--- src/sv/sli_pkg.sv ---
// sli_pkg: shared constants and types for the sorted list insert/delete block
// used by sli_ctrl, sli_datapath and sorted_list_insert_delete_top; no dependencies

package sli_pkg;

	// default list capacity
	localparam int CAPACITY_DEF = 16;

	// operation codes carried on the input selector
	localparam logic MODE_INSERT = 1'b0;
	localparam logic MODE_DELETE = 1'b1;

	// result status codes
	localparam logic [1:0] ST_INSERTED  = 2'd0;
	localparam logic [1:0] ST_DELETED   = 2'd1;
	localparam logic [1:0] ST_NOT_FOUND = 2'd2;
	localparam logic [1:0] ST_FULL      = 2'd3;

	// commands from controller to datapath
	typedef struct packed {
		logic load;  // capture the incoming item
		logic cmp;   // register the per-entry compare flags
		logic upd;   // apply the insert or delete
		logic emit;  // push one list item into the output register
	} cmd_t;

	// status from datapath to controller
	typedef struct packed {
		logic out_free;   // output register can take an item this cycle
		logic last_emit;  // the next emitted item closes the run
	} sts_t;

endpackage

--- src/sv/sli_ctrl.sv ---
// sli_ctrl: sequencer for the sorted list block (accept, compare, update, emit)
// depends on sli_pkg for the command and status structs

module sli_ctrl (
	input  logic          clk,
	input  logic          arst_n,
	input  logic          s_tvalid,
	output logic          s_tready,
	input  sli_pkg::sts_t sts,
	output sli_pkg::cmd_t cmd
);

	localparam logic [1:0] S_IDLE = 2'd0;
	localparam logic [1:0] S_CMP  = 2'd1;
	localparam logic [1:0] S_UPD  = 2'd2;
	localparam logic [1:0] S_EMIT = 2'd3;

	logic [1:0] state_q;
	logic [1:0] state_nxt;

	assign s_tready = (state_q == S_IDLE);

	// next state and command decode
	always_comb begin
		state_nxt = state_q;
		cmd       = '0;
		case (state_q)
			S_IDLE: begin
				if (s_tvalid) begin
					cmd.load  = 1'b1;
					state_nxt = S_CMP;
				end
			end
			S_CMP: begin
				cmd.cmp   = 1'b1;
				state_nxt = S_UPD;
			end
			S_UPD: begin
				cmd.upd   = 1'b1;
				state_nxt = S_EMIT;
			end
			S_EMIT: begin
				if (sts.out_free) begin
					cmd.emit = 1'b1;
					if (sts.last_emit) begin
						state_nxt = S_IDLE;
					end
				end
			end
			default: begin
				state_nxt = S_IDLE;
			end
		endcase
	end

	// state register
	always_ff @(posedge clk or negedge arst_n) begin
		if (!arst_n) begin
			state_q <= S_IDLE;
		end else begin
			state_q <= state_nxt;
		end
	end

endmodule

--- src/sv/sli_datapath.sv ---
// sli_datapath: row of list cells with parallel compare, shift and rotate, plus output register
// depends on sli_pkg for codes and the command and status structs

module sli_datapath #(
	parameter int CAPACITY = sli_pkg::CAPACITY_DEF
) (
	input  logic                             clk,
	input  logic                             arst_n,
	input  sli_pkg::cmd_t                    cmd,
	output sli_pkg::sts_t                    sts,
	input  logic                             in_mode,
	input  logic [31:0]                      in_value,
	input  logic                             m_tready,
	output logic                             m_tvalid,
	output logic [31:0]                      m_tdata,
	output logic [2:0]                       m_tuser,
	output logic                             m_tlast,
	output logic [$clog2(CAPACITY+1)-1:0]    entry_cnt
);

	localparam int IW = $clog2(CAPACITY);
	localparam int CW = $clog2(CAPACITY + 1);

	logic [31:0]         ent_q [CAPACITY];
	logic [CW-1:0]       cnt_q;
	logic [IW-1:0]       idx_q;
	logic                mode_q;
	logic [31:0]         val_q;
	logic [CAPACITY-1:0] lt_q;
	logic [1:0]          stat_q;

	logic                m_tvalid_q;
	logic [31:0]         m_data_q;
	logic                m_elem_valid_q;
	logic                m_last_q;
	logic [1:0]          m_stat_q;

	logic [CAPACITY-1:0] in_list;
	logic [CAPACITY-1:0] lt_nxt;
	logic [CAPACITY-1:0] lt_prev;
	logic [CAPACITY-1:0] hit;
	logic                found;
	logic                full;
	logic                cnt_zero;
	logic [IW-1:0]       cnt_last;
	logic [31:0]         ent_dn  [CAPACITY];
	logic [31:0]         ent_up  [CAPACITY];
	logic [31:0]         ent_ins [CAPACITY];
	logic [31:0]         ent_del [CAPACITY];
	logic [31:0]         ent_rot [CAPACITY];

	assign full     = (cnt_q == CW'(CAPACITY));
	assign cnt_zero = (cnt_q == '0);
	assign cnt_last = IW'(cnt_q - CW'(1));
	assign lt_prev  = {lt_q[CAPACITY-2:0], 1'b1};
	assign found    = |hit;

	// neighbour taps of each cell
	for (genvar g = 0; g < CAPACITY; g++) begin : g_tap
		if (g == 0) begin : g_first
			assign ent_dn[g] = val_q;
		end else begin : g_rest
			assign ent_dn[g] = ent_q[g-1];
		end
		if (g == CAPACITY - 1) begin : g_top
			assign ent_up[g] = '0;
		end else begin : g_mid
			assign ent_up[g] = ent_q[g+1];
		end
	end

	// per-cell compare, match and next values
	always_comb begin
		for (int i = 0; i < CAPACITY; i++) begin
			in_list[i] = (CW'(i) < cnt_q);
			lt_nxt[i]  = in_list[i] && ($signed(ent_q[i]) < $signed(val_q));
			hit[i]     = !lt_q[i] && lt_prev[i] && in_list[i] && (ent_q[i] == val_q);
			ent_ins[i] = lt_q[i] ? ent_q[i] : (lt_prev[i] ? val_q : ent_dn[i]);
			ent_del[i] = lt_q[i] ? ent_q[i] : ent_up[i];
			ent_rot[i] = (IW'(i) == cnt_last) ? ent_q[0] : ent_up[i];
		end
	end

	// list cells and entry count
	always_ff @(posedge clk or negedge arst_n) begin
		if (!arst_n) begin
			for (int i = 0; i < CAPACITY; i++) begin
				ent_q[i] <= '0;
			end
			cnt_q <= '0;
			idx_q <= '0;
		end else begin
			if (cmd.upd) begin
				idx_q <= '0;
				if (mode_q == sli_pkg::MODE_INSERT) begin
					if (!full) begin
						ent_q <= ent_ins;
						cnt_q <= cnt_q + CW'(1);
					end
				end else if (found) begin
					ent_q <= ent_del;
					cnt_q <= cnt_q - CW'(1);
				end
			end else if (cmd.emit) begin
				idx_q <= idx_q + IW'(1);
				if (!cnt_zero) begin
					ent_q <= ent_rot;
				end
			end
		end
	end

	// operand, compare flags and run status
	always_ff @(posedge clk) begin
		if (cmd.load) begin
			mode_q <= in_mode;
			val_q  <= in_value;
		end
		if (cmd.cmp) begin
			lt_q <= lt_nxt;
		end
		if (cmd.upd) begin
			if (mode_q == sli_pkg::MODE_INSERT) begin
				stat_q <= full ? sli_pkg::ST_FULL : sli_pkg::ST_INSERTED;
			end else begin
				stat_q <= found ? sli_pkg::ST_DELETED : sli_pkg::ST_NOT_FOUND;
			end
		end
	end

	// output register, valid flag
	always_ff @(posedge clk or negedge arst_n) begin
		if (!arst_n) begin
			m_tvalid_q <= 1'b0;
		end else if (cmd.emit) begin
			m_tvalid_q <= 1'b1;
		end else if (m_tready) begin
			m_tvalid_q <= 1'b0;
		end
	end

	// output register, item fields
	always_ff @(posedge clk) begin
		if (cmd.emit) begin
			m_data_q       <= cnt_zero ? 32'd0 : ent_q[0];
			m_elem_valid_q <= !cnt_zero;
			m_last_q       <= sts.last_emit;
			m_stat_q       <= stat_q;
		end
	end

	assign sts.out_free  = !m_tvalid_q || m_tready;
	assign sts.last_emit = cnt_zero || (idx_q == cnt_last);

	assign m_tvalid  = m_tvalid_q;
	assign m_tdata   = m_data_q;
	assign m_tuser   = {m_elem_valid_q, m_stat_q};
	assign m_tlast   = m_last_q;
	assign entry_cnt = cnt_q;

endmodule

--- src/sv/sorted_list_insert_delete_top.sv ---
// sorted_list_insert_delete_top: ascending list of signed words with insert and delete
// depends on sli_pkg, sli_ctrl and sli_datapath
//
// channel  dir  handshake          payload
// s_*      in   s_tvalid/s_tready  s_tdata = value, s_tuser = mode
// m_*      out  m_tvalid/m_tready  m_tdata = element_value, m_tuser = status, element_valid;
//                                  m_tlast = last_element
//
// one item passes accept, parallel compare over all cells and shift update, then one list item
// per cycle while the output is not stalled, read from the head cell while the cell row rotates
// back to its original order; an empty list still gives one item.
// reset clears the list at once; no clearing pass.
// a stalled output holds the emit phase; the next item is taken while the last one waits.

module sorted_list_insert_delete_top #(
	parameter int CAPACITY = sli_pkg::CAPACITY_DEF
) (
	input  logic        clk,
	input  logic        arst_n,
	input  logic        s_tvalid,
	output logic        s_tready,
	input  logic [31:0] s_tdata,   // [31:0] value
	input  logic [0:0]  s_tuser,   // [0] mode
	output logic        m_tvalid,
	input  logic        m_tready,
	output logic [31:0] m_tdata,   // [31:0] element_value
	output logic [2:0]  m_tuser,   // [1:0] status, [2] element_valid
	output logic        m_tlast
);

	localparam int CW = $clog2(CAPACITY + 1);

	sli_pkg::cmd_t  cmd;
	sli_pkg::sts_t  sts;
	logic [CW-1:0]  entry_cnt;

	// sequencer
	sli_ctrl u_ctrl (
		.clk      (clk),
		.arst_n   (arst_n),
		.s_tvalid (s_tvalid),
		.s_tready (s_tready),
		.sts      (sts),
		.cmd      (cmd)
	);

	// list cells and output register
	sli_datapath #(
		.CAPACITY (CAPACITY)
	) u_datapath (
		.clk       (clk),
		.arst_n    (arst_n),
		.cmd       (cmd),
		.sts       (sts),
		.in_mode   (s_tuser[0]),
		.in_value  (s_tdata),
		.m_tready  (m_tready),
		.m_tvalid  (m_tvalid),
		.m_tdata   (m_tdata),
		.m_tuser   (m_tuser),
		.m_tlast   (m_tlast),
		.entry_cnt (entry_cnt)
	);

	// list length never passes the capacity
	a_cnt_bound: assert property (@(posedge clk) disable iff (!arst_n)
		entry_cnt <= CW'(CAPACITY))
		else $error("entry count above capacity");

	// an empty-list item is always the whole run
	a_empty_last: assert property (@(posedge clk) disable iff (!arst_n)
		m_tvalid && !m_tuser[2] |-> m_tlast)
		else $error("empty-list item without last mark");

	// one item at a time: no accept right after an accept
	a_one_item: assert property (@(posedge clk) disable iff (!arst_n)
		s_tvalid && s_tready |=> !s_tready)
		else $error("input taken while an item is in progress");

	// the closing item of a run shows up with its last mark
	a_last_shown: assert property (@(posedge clk) disable iff (!arst_n)
		cmd.emit && sts.last_emit && !m_tvalid |=> m_tvalid && m_tlast)
		else $error("closing item not presented");

endmodule
--- config.mk ---
export PLATFORM = sky130hd
export DESIGN_NAME = sorted_list_insert_delete_top
export DESIGN_NICKNAME = d
export VERILOG_FILES = /design/src/sv/sli_pkg.sv /design/src/sv/sli_ctrl.sv /design/src/sv/sli_datapath.sv /design/src/sv/sorted_list_insert_delete_top.sv
export SDC_FILE = /design/constraint.sdc
export NUM_CORES = 2
export LEC_CHECK = 0
export BUFFER_PORTS_ARGS = -buffer_cell sky130_fd_sc_hd__buf_4
export CORE_MARGIN = 3
export CORE_UTILIZATION = 38
export DETAILED_ROUTE_END_ITERATION = 8
export PLACE_DENSITY_LB_ADDON = 0.15
export SYNTH_ARGS = -nofsm -noshare
export SYNTH_HDL_FRONTEND = slang
export SYNTH_SLANG_ARGS = --single-unit
--- constraint.sdc ---
create_clock -name clk -period 5.35 [get_ports clk]
set_clock_uncertainty 0.2 [all_clocks]
set_input_delay 0.8025 -clock clk [delete_from_list [all_inputs] [get_ports clk]]
set_output_delay 0.8025 -clock clk [all_outputs]
set_load 0.05 [all_outputs]
# ---- After elaboration in Yosys (flattened, before gate mapping)
# Index checks and enable logic that the tools add are counted.
dict set report classes {
  addsub 3
  multipliers 0
  div_mod_pow 0
  order_cmp 32
  eq_ne 61
  shift 0
  n_mux 89
  bitwise_logic 0
  reduce_logical 107
}
# cell n
set ops {}
lappend ops {{2-to-1 mux 512 bit} 6}
lappend ops {{2-to-1 mux 32 bit} 63}
lappend ops {{equality test 32 bit} 16}
lappend ops {{< comparator 32 bit} 16}
lappend ops {{AND reduction 5 bit} 15}
lappend ops {{logical AND 1 bit} 63}
lappend ops {{inequality test 2 bit, second input constant} 22}
lappend ops {{< comparator 4 x 5 -> 1 bit, first input constant} 8}
lappend ops {{equality test 4 bit, first input constant} 8}
lappend ops {{< comparator 3 x 5 -> 1 bit, first input constant} 4}
lappend ops {{logical NOT 1 bit} 18}
lappend ops {{equality test 3 x 4 -> 1 bit, first input constant} 4}
lappend ops {{OR reduction 16 bit} 1}
lappend ops {{2-to-1 mux 5 bit} 3}
lappend ops {{2-to-1 mux 2 bit} 6}
lappend ops {{< comparator 1 x 5 -> 1 bit, first input constant} 2}
lappend ops {{< comparator 2 x 5 -> 1 bit, first input constant} 2}
lappend ops {{equality test 2 x 4 -> 1 bit, first input constant} 2}
lappend ops {{2-to-1 mux 1 bit} 8}
lappend ops {{2-to-1 mux 4 bit} 2}
lappend ops {{case mux 2 bit (4 select lines)} 1}
lappend ops {{AND reduction 3 bit} 2}
lappend ops {{AND reduction 6 bit} 1}
lappend ops {{adder 5 x 1 -> 5 bit, second input constant} 1}
lappend ops {{15 further kinds} 18}
dict set report totals {
  ff_bits 611
  latchBits 0
  mem_bits_rw 0
  romBits 0
  output_inout_bits 38
  elab_cells 320
  mem_count 0
}

# ---- Logic depth before layout (Yosys ltp)
dict set report logic_depth {
  ltp_word 8
  mapped_depth 13
  mapped_depth_nobuf 10
}

# ---- By module
# From an unflattened synthesis, not the netlist that was laid out.
dict set report hier_totals {
  cells_unflattened 6057
  hier_area_um2 55221.7
}
# module n_inst cells_per_inst area_each_um2 seq_area_each_um2
set by_module_without_submodules {}
lappend by_module_without_submodules {sli_datapath 1 6042 55050.3 15675.0}
lappend by_module_without_submodules {sli_ctrl 1 15 171.4 50.0}

# ---- Worst setup path before layout
# Ideal clock, no wire load.
dict set report synth_timing {
  kind {input to register}
  from {input m_tready}
  to {register u_datapath.ent_q (netlist bit u_datapath.ent_dn[374])}
  setup_time_ns 0.125
  t_arrival_ns 3.846
  slack_ns 1.179
  path_stages 8
  path_buffers 3
  cell_sequence {nand2b_1 -> and2_1 -> clkbuf_1 -> nand3_1 -> buf_1 -> o21ai_2 -> buf_4 -> mux2_2}
}
# element line
set synth_lines {}
lappend synth_lines {{from (decl)} sorted_list_insert_delete_top.sv:25} ;# input logic m_tready,
lappend synth_lines {{to (signal assigned)} sli_datapath.sv:97} ;# ent_q <= ent_ins;
lappend synth_lines {{to (signal assigned)} sli_datapath.sv:101} ;# ent_q <= ent_del;
lappend synth_lines {{to (signal assigned)} sli_datapath.sv:107} ;# ent_q <= ent_rot;
lappend synth_lines {{to (decl)} sli_datapath.sv:24} ;# logic [31:0] ent_q [CAPACITY];

# ---- Worst setup path in the final report
dict set report layout_timing {
  from {register u_datapath.val_q[14]}
  to {register u_datapath.ent_q (netlist bit u_datapath.ent_dn[69])}
}
dict set report layout_via {
  elab_chain_len 5
  elab_cells_between_ends 35
  cone_classes {eq/ne (17); reduce/logical (18)}
}
# element line
set layout_rtl {}
lappend layout_rtl {{from (decl)} sli_datapath.sv:28} ;# logic [31:0] val_q;
lappend layout_rtl {{from (signal assigned)} sli_datapath.sv:117} ;# val_q <= in_value;
lappend layout_rtl {{equality test 32 bit} sli_datapath.sv:77} ;# hit[i] = !lt_q[i] && lt_prev[i] && in_list[i] && (ent_q[i] == val_q);
lappend layout_rtl {{logical AND 1 bit} sli_datapath.sv:77}
lappend layout_rtl {{OR reduction 16 bit (*)} sli_datapath.sv:56} ;# assign found = |hit;
lappend layout_rtl {{inequality test 3 bit (no source line) (*)} n/a}
lappend layout_rtl {{AND reduction 5 bit (no source line) (*)} n/a}
# Every way passes the cells marked *; elsewhere a longest branch is shown, timed or not.
# A chain may end at the register's enable or synchronous reset.

==> impl_metrics.csv <==
group,metric,value,unit
cells_and_area,drive_above_1_share,0.161,
synth,syn-num-nets,6533,
synth,synth_fa_ha_area_frac,0.121,
floorplanning,core-area,0.140,mm^2
worst_setup_path,end_kind,"flip-flop",
flow_run,drv_cap,1,
placement,place.gp.congestion,0.959,
timing,layout_min_cycle_time,5170,ps
clock_tree,worst_setup_hold_path_clk_slew,60,ps
global_route,grt_max_degree,218,
floorplanning,rows,137,
global_route,antenna_found_initial,1,
global_route,grt_util_met1,0.397,
cells_and_area,post-route-util,0.427,
pwr,power.density,627,mW/mm^2
timing,finalSetupViolCount,0,
global_route,overflow,0,
synth,synth_xor_area_frac,0.00195,
worst_setup_path,critPathKind,"reg2reg",
floorplanning,die_h,383,um
clock_tree,clock-root-buffer,"clkbuf_16",
clock_tree,clk_latency,700,ps
cells_and_area,instances_no_fill,7824,
timing,min_period_over_period,0.967,
synth,synth_flop_cell,"dfrtp_1",
timing,drv_slew,0,
synth,synth-edff-count,87,
global_route,track_usage,0.293,
synth,yosysSeqAreaShare,0.292,
global_route,grt_pass1_vias,44800,
global_route,grt_pass1_wl,321,mm
timing,rsz0062_at_grt,"false",
synth,ys_ff_latch,611,
synth,yosys_warnings,0,
synth,synth_area,0.0539,mm^2
synth,synth-simple-area-share,0.114,
detailed_routing,drt-initial-drc-count,4503,
pwr,power,37500,uW
floorplanning,die-area,0.146,mm^2
worst_setup_path,crit_path_max_fanout,16,
synth,synth_top_family_by_area,"multiplexers",
clock_tree,clockBufferDepth,3,
detailed_routing,ant_nets,0,
detailed_routing,via_count,47100,
cells_and_area,nFillCells,13900,
clock_tree,clock-sinks,611,
detailed_routing,wl_per_cell,28.1,um
synth,synth_compound_area_frac,0.149,
run_status,violations,"capacitance limit",
cells_and_area,areaGrowthSynthToFinish,11.0,%
timing,max_slew.worst_pin.slew,1480,ps
synth,synth.avg_cell_area,9.02,um^2
pwr,p_leak,0.0299,uW
worst_setup_path,worstPathArrival,5540,ps
placement,placed_cells,7664,
worst_setup_path,critPathLaunchType,"flip-flop",
run_status,outcome,"finished, violations left",
synth,synth_cell_types,67,
synth,muxShareOfSynthArea,0.279,
synth,async_flop_share,0.858,
timing,tns,0,ps
timing,hold_viol_final,0,
worst_setup_path,cp.required,5710,ps
global_route,busiest_layer,"met2",
timing,max_freq,0.193,GHz
hold_path,hp-class,"in2reg",
pwr,irDropWorstVdd,0.315,mV
detailed_routing,drt_pass1_iterations,5,
clock_tree,htreeDepth,3,
synth,syn_inst,5973,
global_route,grtUsageMet2,0.454,
timing,max_slew_margin,0.00104,
placement,portBuffers,74,
floorplanning,start_util,0.384,
cells_and_area,nets,6435,
clock_tree,tritoncts.num_buffers,84,
detailed_routing,wl,220,mm
detailed_routing,route.detailed.drc,0,
global_route,grtUsageMet3,0.0341,
floorplanning,die_w,383,um
floorplanning,io_pins,75,
clock_tree,cts_tree,"yes",
detailed_routing,via_per_inst,6.02,
placement,hpwl,154,mm
-- registers in the layout, indices dropped and copies added (netlist names) --
| signal | flops |
|---|---|
| u_datapath.m_tlast | 1 |
| u_datapath.ent_dn | 480 |
| u_datapath.mode_q | 1 |
| u_datapath.lt_q | 16 |
| u_datapath.m_tdata | 32 |
| u_ctrl.state_q | 2 |
| u_datapath.idx_q | 4 |
| u_datapath.entry_cnt | 5 |
| u_datapath.stat_q | 2 |
| u_datapath.m_tvalid | 1 |
| u_datapath.ent_q | 32 |
| u_datapath.val_q | 32 |
| u_datapath.m_elem_valid_q | 1 |
| u_datapath.m_stat_q | 2 |
-- critical path, stage by stage, from the launching register on --
cell,delay (ps)
edfxtp_1,870
inv_1,290
buf_4,300
ha_1,330
nand4_1,90
nor2_1,540
nand3_1,370
o2111a_1,370
a221o_2,410
buf_4,270
o21ai_4,210
buf_4,370
mux2_2,380
-- area by class of cell --
class	count	area, um^2	area share
multi-input cells	4814	36000	0.603
flip-flops and latches	611	15700	0.263
repair buffers	297	2630	0.0439
clock buffers	117	2470	0.0413
well taps	1876	2350	0.0392
clock inverters	37	342	0.00571
inverters	67	251	0.00420
diodes	5	12.5	0.000209
-- timing repair --
| action | 4_1_cts | 5_1_grt |
|---|---|---|
| hold endpoints to repair | 45 | 0 |
| resized for setup | 0 | 0 |
| setup buffers | 0 | 0 |
| hold buffers | 1 | 0 |
-- cells in the final DEF (no fill, tap or decap), types with 46 or more instances in the layout --
cell type	synthesis	layout
inv_1	66	66
nand4_1	117	117
a21o_1	143	143
nor2_1	87	87
nand2_1	994	983
buf_4	51	264
mux2i_1	929	929
nor2b_1	46	46
dfrtp_1	524	524
ha_1	523	522
mux2_2	478	478
edfxtp_1	87	87
clkbuf_16	0	87
o21ai_0	1011	1011
a21oi_1	129	129
-- layer usage --
layer  part of all wire  vias to the layer above
li1                   -                    21500
met1               0.44                    23300
met2               0.44                     1820
met3              0.062                      423
met4              0.062                        0
met5                  0                        -
-- Yosys cell counts (18+ instances only) --
cell	n	area [um^2]
clkbuf_1	315	1180
nor3_1	23	115
buf_4	51	383
buf_2	33	165
a211oi_1	18	135
inv_1	66	248
nor2_1	87	327
a21oi_1	129	646
nand4_1	117	732
mux2i_1	929	9300
buf_1	82	308
edfxtp_1	87	2610
a21o_1	143	1070
mux2_2	478	5380
o21a_1	25	188
and2_1	37	231
nand2b_1	25	156
nor2b_1	46	288
nand2_1	994	3730
ha_1	523	6540
dfrtp_1	524	13100
o21ai_0	1011	5060
mux2_1	33	372
-- stage by stage --
| stage | hold WS (ps) | setup WS, ps | area (um^2) |
|---|---|---|---|
| finish | 91.2 | 176 | 59800 |
| global route | 80.0 | 15.7 | 59800 |
| CTS | 42.0 | 310 | 59800 |
| detailed placement | 216 | 318 | 57000 |
| global placement | 220 | 256 | 57000 |
| floorplan | 200 | 1180 | 53900 |
-- path summary, 6_finish.rpt --
| check | from | end | slack, ps | depth (start not counted) |
|---|---|---|---|---|
| worst max-delay path | u_datapath.val_q[14] | u_datapath.ent_dn[69] | 180 | 12 |
| worst max register to register | u_datapath.val_q[14] | u_datapath.ent_dn[69] | 180 | 12 |
| worst min register to register | u_datapath.stat_q[1] | u_datapath.m_stat_q[1] | 230 | 0 |
| min in group asynchronous | arst_n | u_datapath.ent_dn[266] | 550 | 2 |
| worst min-delay path | s_tdata[4] | u_datapath.val_q[4] | 90 | 1 |
| max in group asynchronous | arst_n | u_datapath.ent_dn[375] | 3200 | 3 |
-- kinds of logic (layout without fill, tap and decap cells) --
kind of cell,count (synthesis),in the layout
flops,611,611
compound gates,1433,1433
xor+xnor,12,12
mux,1440,1440
simple gates,1406,1406
fa+ha+maj,523,523
other cells,0,5
buf+inv,548,518
-- report_power, final --
| group | switching, uW | internal (uW) |
|---|---|---|
| clock network | 2410 | 3500 |
| logic | 12600 | 8800 |
| registers | 3450 | 6700 |
| total | 18500 | 19000 |
Power figures use the tool's default switching activity.
